[config.mk]
export PLATFORM = sky130hd
export DESIGN_NAME = button_hold_relay_panel_core
export DESIGN_NICKNAME = d
export VERILOG_FILES = /design/src/rtl/bhrp_pkg.sv /design/src/rtl/bhrp_button.sv /design/src/rtl/bhrp_panel.sv /design/src/rtl/button_hold_relay_panel_core.sv
export SDC_FILE = /design/constraint.sdc
export NUM_CORES = 1
export LEC_CHECK = 0
export BUFFER_PORTS_ARGS = -buffer_cell sky130_fd_sc_hd__buf_2
export CAP_MARGIN = 20
export CORE_MARGIN = 8
export CORE_UTILIZATION = 30
export CTS_BUF_LIST = sky130_fd_sc_hd__clkbuf_4
export DETAILED_ROUTE_END_ITERATION = 7
export HOLD_SLACK_MARGIN = 0.08
export PLACE_DENSITY_LB_ADDON = 0.2
export SLEW_MARGIN = 20
export SYNTH_ARGS = -nofsm -noshare
export SYNTH_HDL_FRONTEND = slang
export SYNTH_SLANG_ARGS = --single-unit
[constraint.sdc]
create_clock -name clk -period 5.4 [get_ports clk]
set_input_delay 0.27 -clock clk [delete_from_list [all_inputs] [get_ports clk]]
set_output_delay 0.27 -clock clk [all_outputs]
set_load 0.01 [all_outputs]
[src/rtl/bhrp_pkg.sv]
// Shared types, reset values and command codes for the button hold relay panel.
package bhrp_pkg;

	localparam int COUNT_WIDTH_DEF = 16;
	localparam int CFG_W           = 16;
	localparam int AGE_W           = 16;
	localparam int CFG_IDX_W       = 2;
	localparam int CODE_W          = 4;
	localparam int NUM_BTN         = 3;

	localparam logic [CFG_W-1:0] HOLD_MIN_RST   = 16'd1000;
	localparam logic [CFG_W-1:0] LONG_HOLD_RST  = 16'd3000;
	localparam logic [CFG_W-1:0] BUZZER_LEN_RST = 16'd500;

	// register indexes on the configuration port
	localparam logic [CFG_IDX_W-1:0] REG_HOLD_MIN   = 2'd0;
	localparam logic [CFG_IDX_W-1:0] REG_LONG_HOLD  = 2'd1;
	localparam logic [CFG_IDX_W-1:0] REG_BUZZER_LEN = 2'd2;

	// command codes, shared by the remote path and the buttons
	localparam logic [CODE_W-1:0] CMD_SCREEN = 4'd1;
	localparam logic [CODE_W-1:0] CMD_AUTO   = 4'd2;
	localparam logic [CODE_W-1:0] CMD_SELECT = 4'd3;
	localparam logic [CODE_W-1:0] CMD_SWITCH = 4'd4;

	// button order in the level and hold arrays
	localparam int BTN_SCREEN = 0;
	localparam int BTN_SELECT = 1;
	localparam int BTN_SWITCH = 2;

	typedef struct packed {
		logic [CFG_W-1:0] hold_min;
		logic [CFG_W-1:0] long_hold;
		logic [CFG_W-1:0] buzzer_len;
	} cfg_t;

	typedef struct packed {
		logic              screen_mode;
		logic              auto_mode;
		logic              selected_relay;
		logic              relay_one;
		logic              relay_two;
		logic              lamp_one;
		logic              lamp_two;
		logic              buzzer_on;
		logic [CODE_W-1:0] cmd_mask;
	} result_t;

endpackage

[src/rtl/bhrp_button.sv]
// Edge detect and saturating hold counter for one active-low button.
module bhrp_button #(
	parameter int COUNT_WIDTH = bhrp_pkg::COUNT_WIDTH_DEF
) (
	input  logic                   clk,
	input  logic                   arst_n,
	input  logic                   advance,
	input  logic                   level,
	output logic                   released,
	output logic [COUNT_WIDTH-1:0] held
);
	import bhrp_pkg::*;

	logic                   prev_q;
	logic [COUNT_WIDTH-1:0] count_q;
	logic                   was_pressed;
	logic                   is_pressed;
	logic [COUNT_WIDTH-1:0] count_inc;

	assign was_pressed = !prev_q;
	assign is_pressed  = !level;
	assign released    = was_pressed && !is_pressed;

	// saturate at all ones; a press edge restarts the count
	always_comb begin
		count_inc = count_q;
		if (was_pressed && (count_q != {COUNT_WIDTH{1'b1}}))
			count_inc = count_q + COUNT_WIDTH'(1);
		held = (is_pressed && !was_pressed) ? '0 : count_inc;
	end

	always_ff @(posedge clk or negedge arst_n) begin
		if (!arst_n) begin
			prev_q  <= 1'b1;
			count_q <= '0;
		end else if (advance) begin
			prev_q  <= level;
			count_q <= held;
		end
	end

endmodule

[src/rtl/bhrp_panel.sv]
// Command decode, mode/relay/lamp state and buzzer timer of the panel.
module bhrp_panel #(
	parameter int COUNT_WIDTH = bhrp_pkg::COUNT_WIDTH_DEF
) (
	input  logic                                            clk,
	input  logic                                            arst_n,
	input  logic                                            advance,
	input  bhrp_pkg::cfg_t                                  cfg,
	input  logic [bhrp_pkg::NUM_BTN-1:0]                    released,
	input  logic [bhrp_pkg::NUM_BTN-1:0][COUNT_WIDTH-1:0]   held,
	input  logic                                            remote_valid,
	input  logic [bhrp_pkg::CODE_W-1:0]                     remote_button,
	output bhrp_pkg::result_t                               result
);
	import bhrp_pkg::*;

	localparam int CMP_W = (COUNT_WIDTH > CFG_W) ? COUNT_WIDTH : CFG_W;

	logic [2:0]       mode_q;
	logic [1:0]       relay_q;
	logic [1:0]       lamp_q;
	logic             buzz_q;
	logic [AGE_W-1:0] age_q;

	logic [2:0]       mode_d;
	logic [1:0]       relay_d;
	logic [1:0]       lamp_d;
	logic             buzz_d;
	logic [AGE_W-1:0] age_d;

	logic [NUM_BTN-1:0][CMP_W-1:0] held_x;
	logic [CMP_W-1:0] hold_min_x;
	logic [CMP_W-1:0] long_hold_x;
	logic             btn_screen;
	logic             btn_auto;
	logic             btn_select;
	logic             btn_switch;
	logic             rem_screen;
	logic             rem_auto;
	logic             rem_select;
	logic             rem_switch;
	logic             any_cmd;
	logic [CODE_W-1:0] mask;

	always_comb begin
		for (int b = 0; b < NUM_BTN; b++)
			held_x[b] = CMP_W'(held[b]);
	end

	assign hold_min_x  = CMP_W'(cfg.hold_min);
	assign long_hold_x = CMP_W'(cfg.long_hold);

	// decode the press windows; equal to a bound gives nothing
	assign btn_screen = released[BTN_SCREEN] && (held_x[BTN_SCREEN] > hold_min_x)
		&& (held_x[BTN_SCREEN] < long_hold_x);
	assign btn_auto   = released[BTN_SCREEN] && !btn_screen
		&& (held_x[BTN_SCREEN] > long_hold_x);
	assign btn_select = released[BTN_SELECT] && (held_x[BTN_SELECT] > hold_min_x)
		&& (held_x[BTN_SELECT] < long_hold_x);
	assign btn_switch = released[BTN_SWITCH] && (held_x[BTN_SWITCH] > hold_min_x);

	assign rem_screen = remote_valid && (remote_button == CMD_SCREEN);
	assign rem_auto   = remote_valid && (remote_button == CMD_AUTO);
	assign rem_select = remote_valid && (remote_button == CMD_SELECT);
	assign rem_switch = remote_valid && (remote_button == CMD_SWITCH);

	assign any_cmd = remote_valid || btn_screen || btn_auto || btn_select || btn_switch;
	assign mask    = {rem_switch || btn_switch, rem_select || btn_select,
		rem_auto || btn_auto, rem_screen || btn_screen};

	// apply in order remote, then buttons; the same toggle twice cancels
	always_comb begin
		mode_d  = mode_q;
		relay_d = relay_q;
		lamp_d  = lamp_q;
		mode_d[0] = mode_q[0] ^ rem_screen ^ btn_screen;
		mode_d[1] = mode_q[1] ^ rem_auto ^ btn_auto;
		if (rem_switch) begin
			relay_d[mode_q[2]] = !relay_d[mode_q[2]];
			lamp_d[mode_q[2]]  = !lamp_d[mode_q[2]];
		end
		mode_d[2] = mode_q[2] ^ rem_select ^ btn_select;
		if (btn_switch) begin
			relay_d[mode_d[2]] = !relay_d[mode_d[2]];
			lamp_d[mode_d[2]]  = !lamp_d[mode_d[2]];
		end

		age_d = (age_q == {AGE_W{1'b1}}) ? age_q : age_q + AGE_W'(1);
		if (any_cmd) begin
			age_d  = '0;
			buzz_d = 1'b1;
		end else begin
			buzz_d = buzz_q && !(age_d > cfg.buzzer_len);
		end
	end

	always_ff @(posedge clk or negedge arst_n) begin
		if (!arst_n) begin
			mode_q  <= '0;
			relay_q <= 2'b11;
			lamp_q  <= 2'b00;
			buzz_q  <= 1'b0;
			age_q   <= '0;
		end else if (advance) begin
			mode_q  <= mode_d;
			relay_q <= relay_d;
			lamp_q  <= lamp_d;
			buzz_q  <= buzz_d;
			age_q   <= age_d;
		end
	end

	always_comb begin
		result.screen_mode    = mode_d[0];
		result.auto_mode      = mode_d[1];
		result.selected_relay = mode_d[2];
		result.relay_one      = relay_d[0];
		result.relay_two      = relay_d[1];
		result.lamp_one       = lamp_d[0];
		result.lamp_two       = lamp_d[1];
		result.buzzer_on      = buzz_d;
		result.cmd_mask       = mask;
	end

endmodule

[src/rtl/button_hold_relay_panel_core.sv]
// Top level of the button hold relay panel: handshake, configuration and result register.
//
// One input transfer is one tick of the panel: three active-low button levels and an
// optional remote command code. Each tick yields exactly one result transfer carrying the
// mode flags, relay and lamp levels, buzzer drive and the mask of commands performed in that
// tick. A tick is captured in an input register, decoded by one level of compare and toggle
// logic, and written to a result register together with the panel state, from which the
// result is offered; a tick goes in on every clock and throughput is one tick per cycle,
// limited only by out_stall. in_stall rises only when the input register holds a tick that
// cannot move because the result register is full and stalled.
// Hold counters are COUNT_WIDTH bits and saturate; the buzzer age counter is 16 bits and
// saturates, so a buzzer_len of all ones keeps the buzzer on until reset. Configuration
// writes are always ready; write them only while no tick is in flight. A write to an index
// past the last register is dropped.
module button_hold_relay_panel_core #(
	parameter int COUNT_WIDTH = bhrp_pkg::COUNT_WIDTH_DEF
) (
	input  logic                             clk,
	input  logic                             arst_n,
	// tick input channel
	input  logic                             in_valid,
	output logic                             in_stall,
	input  logic                             btn_screen_level,
	input  logic                             btn_select_level,
	input  logic                             btn_switch_level,
	input  logic                             remote_valid,
	input  logic [bhrp_pkg::CODE_W-1:0]      remote_button,
	// result output channel
	output logic                             out_valid,
	input  logic                             out_stall,
	output logic                             screen_mode,
	output logic                             auto_mode,
	output logic                             selected_relay,
	output logic                             relay_one,
	output logic                             relay_two,
	output logic                             lamp_one,
	output logic                             lamp_two,
	output logic                             buzzer_on,
	output logic [bhrp_pkg::CODE_W-1:0]      cmd_mask,
	// configuration write channel
	input  logic                             cfg_valid,
	output logic                             cfg_ready,
	input  logic [bhrp_pkg::CFG_IDX_W-1:0]   cfg_index,
	input  logic [bhrp_pkg::CFG_W-1:0]       cfg_data
);
	import bhrp_pkg::*;

	cfg_t                cfg_q;

	// input register
	logic                v_s1;
	logic [NUM_BTN-1:0]  levels_s1;
	logic                remote_valid_s1;
	logic [CODE_W-1:0]   remote_button_s1;

	// result register
	logic                v_s2;
	result_t             res_s2;

	logic                out_free;
	logic                advance;
	logic                in_take;
	logic [NUM_BTN-1:0]                  released;
	logic [NUM_BTN-1:0][COUNT_WIDTH-1:0] held;
	result_t             result;

	// the result register frees when empty or when its transfer completes
	assign out_free = !v_s2 || !out_stall;
	assign advance  = v_s1 && out_free;
	assign in_stall = v_s1 && !out_free;
	assign in_take  = in_valid && !in_stall;

	assign cfg_ready = 1'b1;

	// configuration registers; out-of-range indexes fall through and drop
	always_ff @(posedge clk or negedge arst_n) begin
		if (!arst_n) begin
			cfg_q.hold_min   <= HOLD_MIN_RST;
			cfg_q.long_hold  <= LONG_HOLD_RST;
			cfg_q.buzzer_len <= BUZZER_LEN_RST;
		end else if (cfg_valid && cfg_ready) begin
			unique case (cfg_index)
				REG_HOLD_MIN:   cfg_q.hold_min   <= cfg_data;
				REG_LONG_HOLD:  cfg_q.long_hold  <= cfg_data;
				REG_BUZZER_LEN: cfg_q.buzzer_len <= cfg_data;
				default: ;
			endcase
		end
	end

	// hold the input register while stalled, otherwise take whatever is offered
	always_ff @(posedge clk or negedge arst_n) begin
		if (!arst_n) begin
			v_s1 <= 1'b0;
		end else if (!in_stall) begin
			v_s1 <= in_valid;
		end
	end

	always_ff @(posedge clk) begin
		if (in_take) begin
			levels_s1        <= {btn_switch_level, btn_select_level, btn_screen_level};
			remote_valid_s1  <= remote_valid;
			remote_button_s1 <= remote_button;
		end
	end

	for (genvar b = 0; b < NUM_BTN; b++) begin : g_btn
		bhrp_button #(
			.COUNT_WIDTH (COUNT_WIDTH)
		) u_button (
			.clk      (clk),
			.arst_n   (arst_n),
			.advance  (advance),
			.level    (levels_s1[b]),
			.released (released[b]),
			.held     (held[b])
		);
	end

	bhrp_panel #(
		.COUNT_WIDTH (COUNT_WIDTH)
	) u_panel (
		.clk           (clk),
		.arst_n        (arst_n),
		.advance       (advance),
		.cfg           (cfg_q),
		.released      (released),
		.held          (held),
		.remote_valid  (remote_valid_s1),
		.remote_button (remote_button_s1),
		.result        (result)
	);

	// result register: advance when free, hold while the consumer stalls
	always_ff @(posedge clk or negedge arst_n) begin
		if (!arst_n) begin
			v_s2 <= 1'b0;
		end else if (out_free) begin
			v_s2 <= v_s1;
		end
	end

	always_ff @(posedge clk) begin
		if (advance)
			res_s2 <= result;
	end

	assign out_valid      = v_s2;
	assign screen_mode    = res_s2.screen_mode;
	assign auto_mode      = res_s2.auto_mode;
	assign selected_relay = res_s2.selected_relay;
	assign relay_one      = res_s2.relay_one;
	assign relay_two      = res_s2.relay_two;
	assign lamp_one       = res_s2.lamp_one;
	assign lamp_two       = res_s2.lamp_two;
	assign buzzer_on      = res_s2.buzzer_on;
	assign cmd_mask       = res_s2.cmd_mask;

endmodule

### Yosys cells after proc, flatten, opt, wreduce, memory -nomap -nowiden

Cells that the tools add are included.

* $add $sub $neg: 4
* bitwise operators: 6
* reduce and logical (&&, ||, !) cells: 55
* $lt $le $gt $ge: 11
* equal/unequal tests: 10
* multiplexer cells: 29

Operators with widths (number)
* $mux W16: 8
* $gt A16 B16 Y1: 5
* $add A16 B1 Y16 const B: 4
* $ne A16 B16 Y1 const B: 3
* $lt A16 B16 Y1: 2
* $logic_and A1 B1 Y1: 26
* $eq A16 B16 Y1 const B: 1
* $logic_not A1 Y1: 16
* $mux W1: 11
* $logic_or A1 B1 Y1: 9
* $bwmux W2: 4
* $eq A4 B2 Y1 const B: 2
* $mux W2: 4
* $reduce_and A2 Y1: 3
* $xor A1 B1 Y1: 6
* $eq A4 B1 Y1 const B: 1
* $eq A4 B3 Y1 const B: 1
* $lt A1 B2 Y1 const B: 2
* $demux W1 S1: 2
* $eq A2 B1 Y1 const B: 1
* $eq A2 B2 Y1 const B: 1
* $ge A1 B1 Y1 const B: 2
* $logic_not A2 Y1: 1

* word-level logic and storage cells: 143
* register bits: 145
* output and inout bits: 15

### Depth between registers and ports, before layout

Gate-level depths: netlist of the first run.

* depth after elaboration: 14
* depth in mapped cells: 22
* gate-level depth less buffers: 18

### By module

From an unflattened synthesis of the first run, not the netlist that was laid out.

* cell total of the unflattened synthesis: 1151
* area, all modules: 10700.3 µm²

By module, submodules not included
* bhrp_button: area each 1433.9 µm², instances 3, cells an instance 184, sequential area each 426.7 µm²
* bhrp_panel: area each 3861.2 µm², instances 1, cells an instance 467, sequential area each 603.1 µm²
* button_hold_relay_panel_core: area each 2537.4 µm², instances 1, cells an instance 132, sequential area each 1875.5 µm²

### Worst setup path before layout of the first run

OpenSTA, ideal clock, no wires.

* path type: flip-flop to flip-flop
* start: register g_btn[2].u_button.count_q[4]
* end: register res_s2 (netlist bit lamp_one) (data pin)
* data required time: 5142 ps
* stages on the path, launching flop included: 22
* path slack: 925 ps
* period minus slack after synthesis: 4475 ps
* data arrival time: 4217 ps
* buffers on the path: 3
* path through: dfrtp_1 -> buf_4 -> and4_1 -> nand4_1 -> o41a_1 -> buf_2 -> and3_4 -> and3_1 -> buf_6 -> and2_1 -> xnor2_1 -> nor2_1 -> ha_1 -> nand4_1 -> or4_1 -> a21o_1 -> and4_4 -> nor2_4 -> nand3_1 -> mux2_2 -> and3_1 -> xnor2_1

RTL lines
* from (decl): line bhrp_button.sv:15 `logic [COUNT_WIDTH-1:0] count_q;`
* from (signal assigned): line bhrp_button.sv:38 `count_q <= held;`
* to (signal assigned): line button_hold_relay_panel_core.sv:146 `res_s2 <= result;`
* to (decl): line button_hold_relay_panel_core.sv:58 `result_t res_s2;`

==> metrics.md, run 1 <==
| Metric | Value |
|---|---|
| Post-layout power | `0.00309 W` |
| Final period utilization | `92.7%` |
| Total GRT Usage | `13.9%` |
| Die Footprint | `38600 µm²` |
| Type of origin of the critical path | `flip-flop` |
| Placed instance area | `10500 µm²` |
| Slew @ Worst Pin | `0.910 ns` |
| Final setup TNS | `0 ns` |
| Number of violations of the max-capacitance limit | `0` |
| Core outline area | `32300 µm²` |
| Total of endpoints with negative setup slack in the final report | `0` |
| Routability cong. | `0.817` |
| Worst-path clk slew | `0.16 ns` |
| Required time worst endpoint | `5.74 ns` |
| Number of enable-type register cells in the synthesized netlist | `20` |
| Critical Setup Path Class | `reg -> reg` |
| Mean number of vias per cell | `4.88` |
| Number of library cell types mapped by synthesis | `71` |
| Seq cells post-synth | `145` |
| Worst ir drop on vdd | `151 µV` |
| Power per Cell Area | `279 nW/µm²` |
| Number of vias after detailed routing | `7620` |
| Total iterations of the first detailed-routing run | `7` |
| Count of port buffers added during placement | `44` |
| Status | `finished, final reports clean` |
| Post-synthesis to final-layout area growth | `13.3%` |
| Leakage power total | `4.98 nW` |
| Maximum clock insertion buffer count | `2` |
| Number of sinks handled by clock tree synthesis | `145` |
| Gate Count Post-Synth | `1043` |
| Sequential fraction of the synthesis area | `38.4%` |
| Worst hold slack | `0.206 ns` |
| Number of buffers created by CTS | `17` |
| CTS tree | `yes` |
| Type of the worst min-delay path | `in -> reg` |
| Relative max-transition margin | `39.3%` |
| Flip-flop cell with the highest count after synthesis | `sky130_fd_sc_hd__dfrtp_1` |
| Pin count of the biggest net entering global routing | `91` |
| Fraction of layout cells with a size suffix above 1 | `15.2%` |
| Unrepaired setup endpoints after global routing | `no` |
| Crit Path Max Fanout | `9` |
| Clk root buf | `sky130_fd_sc_hd__clkbuf_4` |
| Fraction of registers with async set/reset | `86.2%` |
| Vias in the first global route | `7788` |
| Initial DRC Count | `480` |
| Final ANT Viol Nets | `0` |
| Max-slew violation total from the final report | `0` |
| Final clock skew | `0.0304 ns` |
| Cell Area, Synth | `9780 µm²` |
| Final instance area | `11100 µm²` |
| Vertical die dimension | `197 µm` |
| Die extent in x | `197 µm` |
| Post-layout minimum cycle time | `5.01 ns` |
| Data arrival time of the critical path | `5.34 ns` |
| Post-detailed-route wirelength per cell | `16.6 µm` |
| Estimated wirelength of the detail-placed design | `18.8 mm` |
| Number of I/O pins | `46` |
| Maximum achievable frequency | `200 MHz` |
| Final count of hold timing violations | `0` |
| Post-synthesis average cell area | `9.38 µm²` |
| Filler cell count in the final layout | `3350` |
| Crit end category | `flip-flop` |
| Total routed wirelength | `25.9 mm` |
| Count of warnings emitted by yosys | `0` |
| Count of unresolved DRC violations after routing | `0` |
| Congestion Overflow GR | `0` |
| # resized after CTS | `0` |
| Worst-Skew Late Latency | `0.58 ns` |
| Wire length of the first global-routing pass | `42.7 mm` |
| Syn_nets | `1173` |
| Standard-cell rows | `66` |
| Effective utilization at floorplan | `30.3%` |
| Max H-tree Level | `4` |
| Number of nets in the layout | `1234` |
| Initial antenna violation count | `2` |
==> layer usage <==
metal,part of all wire [%],GRT usage [%]
met5,0,0
met3,2.7,2.51
met2,46,22.3
met1,50,19.3
met4,0.81,2.87
==> registers in the layout, indices dropped and copies added (netlist names), 2 cells and up <==
register and flops:
u_panel.lamp_q 2, g_btn.u_button.count_q 48, remote_button_s1 4, u_panel.mode_q 3, g_btn.u_button.prev_q 3, u_panel.age_q 16, cmd_mask 4, u_panel.relay_q 2
levels_s1 3, cfg_q 48
==> worst max-delay path, cell delays in order (launching register included) <==
cell                      delay, ns
sky130_fd_sc_hd__dfrtp_1       0.48
sky130_fd_sc_hd__and4_1        0.24
sky130_fd_sc_hd__nand4_1       0.16
sky130_fd_sc_hd__o41a_1        0.56
sky130_fd_sc_hd__and3_4        0.24
sky130_fd_sc_hd__and3_1        0.27
sky130_fd_sc_hd__nand4_1       0.18
sky130_fd_sc_hd__xor2_1        0.17
sky130_fd_sc_hd__nor2_1        0.07
sky130_fd_sc_hd__ha_1          0.35
sky130_fd_sc_hd__nand4_1       0.14
sky130_fd_sc_hd__or4_1         0.58
sky130_fd_sc_hd__a21o_1        0.18
sky130_fd_sc_hd__and4_4        0.21
sky130_fd_sc_hd__nor4_1        0.40
sky130_fd_sc_hd__mux2i_1       0.18
sky130_fd_sc_hd__and3_1        0.24
sky130_fd_sc_hd__xnor2_1       0.13
==> path summary, 6_finish.rpt <==
kind,end,cells after the start,slack (ns),start
setup / recovery,lamp_one,17,0.39,g_btn[2].u_button.count_q[4]
hold reg to reg,u_panel.lamp_q[0],1,0.50,u_panel.lamp_q[0]
hold / removal,cfg_q[39],5,0.21,cfg_index[1]
setup reg to reg,lamp_one,17,0.39,g_btn[2].u_button.count_q[4]
max in group asynchronous,g_btn[0].u_button.prev_q,3,3.94,arst_n
min in group asynchronous,g_btn[1].u_button.count_q[11],2,0.33,arst_n
==> kinds of logic after synthesis <==
group / count (synthesis) / share of synthesized area, %
xor+xnor: 68 / 6.09
buf+inv: 100 / 4.14
flops: 145 / 38.4
fa+ha+maj: 99 / 12.7
mux: 40 / 4.54
simple gates: 363 / 19.0
other cells: 1 / 0.0383
compound gates: 227 / 15.1
==> through the flow <==
| step | std cells | setup slack, ns | utilization, % |
|---|---|---|---|
| finish | 1560 | 0.392 | 34.3 |
| global route | 1560 | 0.0162 | 34.3 |
| CTS | 1557 | 0.355 | 34.3 |
| detailed placement | 1497 | 0.392 | 32.4 |
| global placement | 1497 | 0.481 | 32.4 |
| floorplan | 1043 | 0.925 | - |
==> final cells by class <==
type,count,area [µm²],share of cell area (%)
clock buffers,19,143,1.29
multi-input cells,798,5630,50.8
flip-flops and latches,145,3760,33.9
well taps,442,553,4.99
diodes,1,2.50,0.0226
repair buffers,85,604,5.45
clock inverters,13,174,1.57
inverters,57,214,1.93
==> cells in the final DEF, fill, tap and decap left out, types with 4 or more instances in the layout <==
| master | netlist | layout |
|---|---|---|
| sky130_fd_sc_hd__nand2b_1 | 10 | 10 |
| sky130_fd_sc_hd__nor3_1 | 6 | 6 |
| sky130_fd_sc_hd__inv_1 | 57 | 56 |
| sky130_fd_sc_hd__nor2b_1 | 20 | 19 |
| sky130_fd_sc_hd__dfrtp_1 | 101 | 101 |
| sky130_fd_sc_hd__clkbuf_4 | 0 | 19 |
| sky130_fd_sc_hd__and3_1 | 17 | 17 |
| sky130_fd_sc_hd__or3_1 | 4 | 4 |
| sky130_fd_sc_hd__buf_4 | 2 | 13 |
| sky130_fd_sc_hd__xnor2_1 | 42 | 42 |
| sky130_fd_sc_hd__nor4_1 | 4 | 4 |
| sky130_fd_sc_hd__mux2i_1 | 5 | 5 |
| sky130_fd_sc_hd__nor2_1 | 89 | 88 |
| sky130_fd_sc_hd__o21ai_0 | 85 | 85 |
| sky130_fd_sc_hd__nand4_1 | 36 | 36 |
| sky130_fd_sc_hd__xor2_1 | 26 | 26 |
| sky130_fd_sc_hd__a21o_1 | 17 | 17 |
| sky130_fd_sc_hd__o31ai_1 | 27 | 27 |
| sky130_fd_sc_hd__nand2_1 | 112 | 111 |
| sky130_fd_sc_hd__dfstp_2 | 24 | 24 |
| sky130_fd_sc_hd__buf_2 | 6 | 43 |
| sky130_fd_sc_hd__mux2_2 | 35 | 35 |
| sky130_fd_sc_hd__and2_1 | 11 | 11 |
| sky130_fd_sc_hd__a21oi_1 | 38 | 38 |
| sky130_fd_sc_hd__dlygate4sd3_1 | 0 | 28 |
| sky130_fd_sc_hd__nand3_1 | 19 | 19 |
| sky130_fd_sc_hd__a22o_1 | 14 | 14 |
| sky130_fd_sc_hd__edfxtp_1 | 20 | 20 |
| sky130_fd_sc_hd__inv_6 | 0 | 4 |
| sky130_fd_sc_hd__and4_1 | 11 | 11 |
| sky130_fd_sc_hd__o21a_1 | 9 | 9 |
| sky130_fd_sc_hd__o31a_1 | 4 | 4 |
| sky130_fd_sc_hd__ha_1 | 99 | 99 |
==> synthesized netlist by cell type (all sizes together), types with 24 or more instances <==
library cell	number	area, µm²
a21oi	38	190
xor2	26	228
inv	57	214
o21ai	88	440
ha	99	1240
mux2	35	394
xnor2	42	368
dfrtp	101	2530
nand4	39	289
clkbuf	31	116
o31ai	28	224
nand2	112	420
nor2	91	357
dfstp	24	631
==> what timing repair did <==
item	in CTS	in global routing
buffers inserted	0	2
setup endpoints to repair	0	10
hold buffers	28	0
endpoints found under the hold margin	134	0
==> report_power, final <==
part | switching, W | internal (W)
registers | 0.000122 | 0.00129
clock network | 0.000462 | 0.000341
logic | 0.000518 | 0.000366
total | 0.00110 | 0.00199
Note: power is estimated with default switching activity, not from simulation.
==> run 2: changes to the inputs <==
==> constraint.sdc (replaced) <==
create_clock -name clk -period 5.4 [get_ports clk]
set_input_delay 1.08 -clock clk [delete_from_list [all_inputs] [get_ports clk]]
set_output_delay 1.08 -clock clk [all_outputs]
set_load 0.01 [all_outputs]
==> run 2 against run 1 <==
Total power shrank 3.9%. Largest cell class unchanged. Final area decreased by 2.9%. Global-route usage decreased by 0.41 points. Worst hold slack improved by 0.30 ns. Sequential cell count did not move. Via count decreased by 0.68%.
==> metrics.md, run 2 (same netlist as run 1, synthesis figures left out) <==
| Metric | Value |
|---|---|
| Final period utilization | `93.1% (+0.34 points)` |
| Die Footprint | `38600 µm² (unchanged)` |
| Worst-path clk slew | `0.15 ns (about the same)` |
| Sequential power share | `47.4% (+1.9 points)` |
| Estimated wirelength of the detail-placed design | `18.9 mm (+0.52%)` |
| Cell internal power dissipation | `0.00187 W (-6.1%)` |
| Post-synthesis to final-layout area growth | `9.98%` |
| Fraction of layout cells with a size suffix above 1 | `15.3% (+0.10 points)` |
| Type of the worst min-delay path | `reg -> reg` |
| Type of origin of the critical path | `flip-flop` |
| Total GRT Usage | `13.5% (-0.41 points)` |
| Leading cell type in the layout, fill and taps excluded | `sky130_fd_sc_hd__nand2_1` |
| Maximum achievable frequency | `199 MHz (-0.36%)` |
| Total routed wirelength | `25.7 mm (-0.78%)` |
| Largest registers ranked by flip-flop count | `cfg_q x48, g_btn.u_button.count_q x48, u_panel.age_q x16` |
| Commonest non-fill, non-tap cells in the layout | `sky130_fd_sc_hd__nand2_1 (111), sky130_fd_sc_hd__dfrtp_1 (101), sky130_fd_sc_hd__ha_1 (99)` |
| Leakage power total | `4.85 nW (-2.7%)` |
| Slew @ Worst Pin | `0.869 ns (-0.0414 ns)` |
| Post-layout util | `33.3% (-1.0 points)` |
| Clk root buf | `sky130_fd_sc_hd__clkbuf_4` |
| Number of buffers created by CTS | `17 (unchanged)` |
| Initial antenna violation count | `1 (-1)` |
| Final clock skew | `0.0226 ns (-0.00784 ns)` |
| Total iterations of the first detailed-routing run | `5 (-2)` |
| Crit end category | `flip-flop` |
| Max H-tree Level | `4 (unchanged)` |
| Crit Path Max Fanout | `18 (+9)` |
| Vertical die dimension | `197 µm (unchanged)` |
| Standard-cell rows | `66 (unchanged)` |
| Die extent in x | `197 µm (unchanged)` |
| Worst hold slack | `0.504 ns (+0.298 ns)` |
| Count of port buffers added during placement | `44 (unchanged)` |
| Data arrival time of the critical path | `5.55 ns (+0.21 ns)` |
| Initial DRC Count | `512 (+6.7%)` |
| Power per Cell Area | `276 nW/µm² (-1.1%)` |
| Count of unresolved DRC violations after routing | `0 (unchanged)` |
| CTS tree | `yes` |
| Core outline area | `32300 µm² (unchanged)` |
| Post-layout minimum cycle time | `5.03 ns (+0.0182 ns)` |
| Routability cong. | `0.814 (-0.42%)` |
| Vias in the first global route | `7522 (-3.4%)` |
| Number of nets in the layout | `1207 (-2.2%)` |
| Status | `finished, final reports clean` |
| Max-slew violation total from the final report | `0 (unchanged)` |
| Relative max-transition margin | `41.9% (+2.6 points)` |
| Mean number of vias per cell | `4.94 (+1.1%)` |
| Worst ir drop on vdd | `138 µV (-8.8%)` |
| Pin count of the biggest net entering global routing | `83 (-8.8%)` |
| Critical Setup Path Class | `reg -> reg` |
| # Post-CTS Setup Buffers | `0 (unchanged)` |
| Final count of hold timing violations | `0 (unchanged)` |
| Worst-Skew Late Latency | `0.57 ns (about the same)` |
| Wire length of the first global-routing pass | `41.3 mm (-3.2%)` |
| Post-detailed-route wirelength per cell | `16.8 µm (+0.97%)` |
| Final setup TNS | `0 ns (unchanged)` |
| Number of sinks handled by clock tree synthesis | `145 (unchanged)` |
| Final ANT Viol Nets | `0 (unchanged)` |
| Unrepaired setup endpoints after global routing | `no` |
| Total of endpoints with negative setup slack in the final report | `0 (unchanged)` |
| NetSw | `0.00110 W (about the same)` |
| Fraction of power consumed by the clock network | `23.3% (-2.6 points)` |
| Count of hold buffers inserted by post-cts repair | `0 (-100%)` |
| # resized after CTS | `0 (unchanged)` |
| Maximum clock insertion buffer count | `2 (unchanged)` |
| Number of vias after detailed routing | `7568 (-0.68%)` |
| Effective utilization at floorplan | `30.3% (unchanged)` |
| Number of violations of the max-capacitance limit | `0 (unchanged)` |
| Congestion Overflow GR | `0 (unchanged)` |
| Number of I/O pins | `46 (unchanged)` |
| Switching Fraction | `37.0% (+1.4 points)` |
| Required time worst endpoint | `5.92 ns (+0.18 ns)` |
| Logic pwr share | `29.3% (+0.8 points)` |
run 2: cell count changes in the layout (fill, tap and decap cells not counted):
cell	before	now
sky130_fd_sc_hd__dlygate4sd3_1	28	0
sky130_fd_sc_hd__inv_4	0	1
sky130_fd_sc_hd__clkinv_1	0	4
sky130_fd_sc_hd__clkinvlp_4	2	1
sky130_fd_sc_hd__clkbuf_4	19	17
sky130_fd_sc_hd__buf_12	0	1
sky130_fd_sc_hd__bufinv_16	3	1
run 2: critical path, cell delays in order (launching register included):
cell	delay (ns)
sky130_fd_sc_hd__dfrtp_1	0.50
sky130_fd_sc_hd__and4_1	0.25
sky130_fd_sc_hd__nand4_1	0.15
sky130_fd_sc_hd__o41a_1	0.56
sky130_fd_sc_hd__and3_4	0.24
sky130_fd_sc_hd__and3_1	0.27
sky130_fd_sc_hd__nand4_1	0.18
sky130_fd_sc_hd__xor2_1	0.18
sky130_fd_sc_hd__nor2_1	0.06
sky130_fd_sc_hd__ha_1	0.34
sky130_fd_sc_hd__nand4_1	0.13
sky130_fd_sc_hd__or4_1	0.57
sky130_fd_sc_hd__o211ai_1	0.42
sky130_fd_sc_hd__nor2_4	0.09
sky130_fd_sc_hd__nor2_1	0.18
sky130_fd_sc_hd__nand4_4	0.31
sky130_fd_sc_hd__nor2_4	0.23
sky130_fd_sc_hd__buf_12	0.14
sky130_fd_sc_hd__a22o_1	0.14
run 2: area by class of cell:
cell class / count / area (µm²)
Inverter: 57 / 214
Clock buffer: 17 / 128
Clock inverter: 15 / 128
Multi-Input combinational cell: 798 / 5630
Timing Repair Buffer: 58 / 344
Fill cell: 3357 / 21500
Tap cell: 442 / 553
Sequential cell: 145 / 3760
Antenna cell: 1 / 2.50
run 2: power by group through the flow:
stage | logic (W) | clock network [W] | registers (W)
3_5_place_dp | 0.000871 | 0 | 0.00143
3_3_place_gp | 0.000857 | 0 | 0.00143
6_report | 0.000870 | 0.000694 | 0.00141
5_1_grt | 0.000992 | 0.000757 | 0.00143
4_1_cts | 0.000875 | 0.000719 | 0.00141
2_1_floorplan | 0.000616 | 0 | 0.00139
run 2: worst paths after layout:
check / from / end / slack [ns] / depth (start not counted)
max in group asynchronous: arst_n / cfg_q[39] / 3.70 / 2
setup reg to reg: g_btn[2].u_button.count_q[4] / u_panel.age_q[6] / 0.37 / 18
hold reg to reg: u_panel.lamp_q[0] / u_panel.lamp_q[0] / 0.50 / 1
hold / removal: u_panel.lamp_q[0] / u_panel.lamp_q[0] / 0.50 / 1
min in group asynchronous: arst_n / g_btn[1].u_button.count_q[12] / 0.55 / 1
setup / recovery: g_btn[2].u_button.count_q[4] / u_panel.age_q[6] / 0.37 / 18
run 2: per-layer routing:
layer  track usage, %  up-vias  wire (µm)
li1                 -     3795          -
met1             18.8     3628      13000
met2             21.6      124      11700
met3             2.01       21        683
met4             3.54        0        361
met5                0        -          0
run 2: through the flow:
step                      cells  setup slack (ns)  power, W  instance area (µm²)
after floorplan            1043             0.925   0.00201                 9780
after global placement     1499             0.444   0.00229                10500
after detailed placement   1499             0.369   0.00230                10500
after CTS                  1531             0.338   0.00300                10700
after global routing       1533            0.0120   0.00318                10800
final                      1533             0.374   0.00297                10800
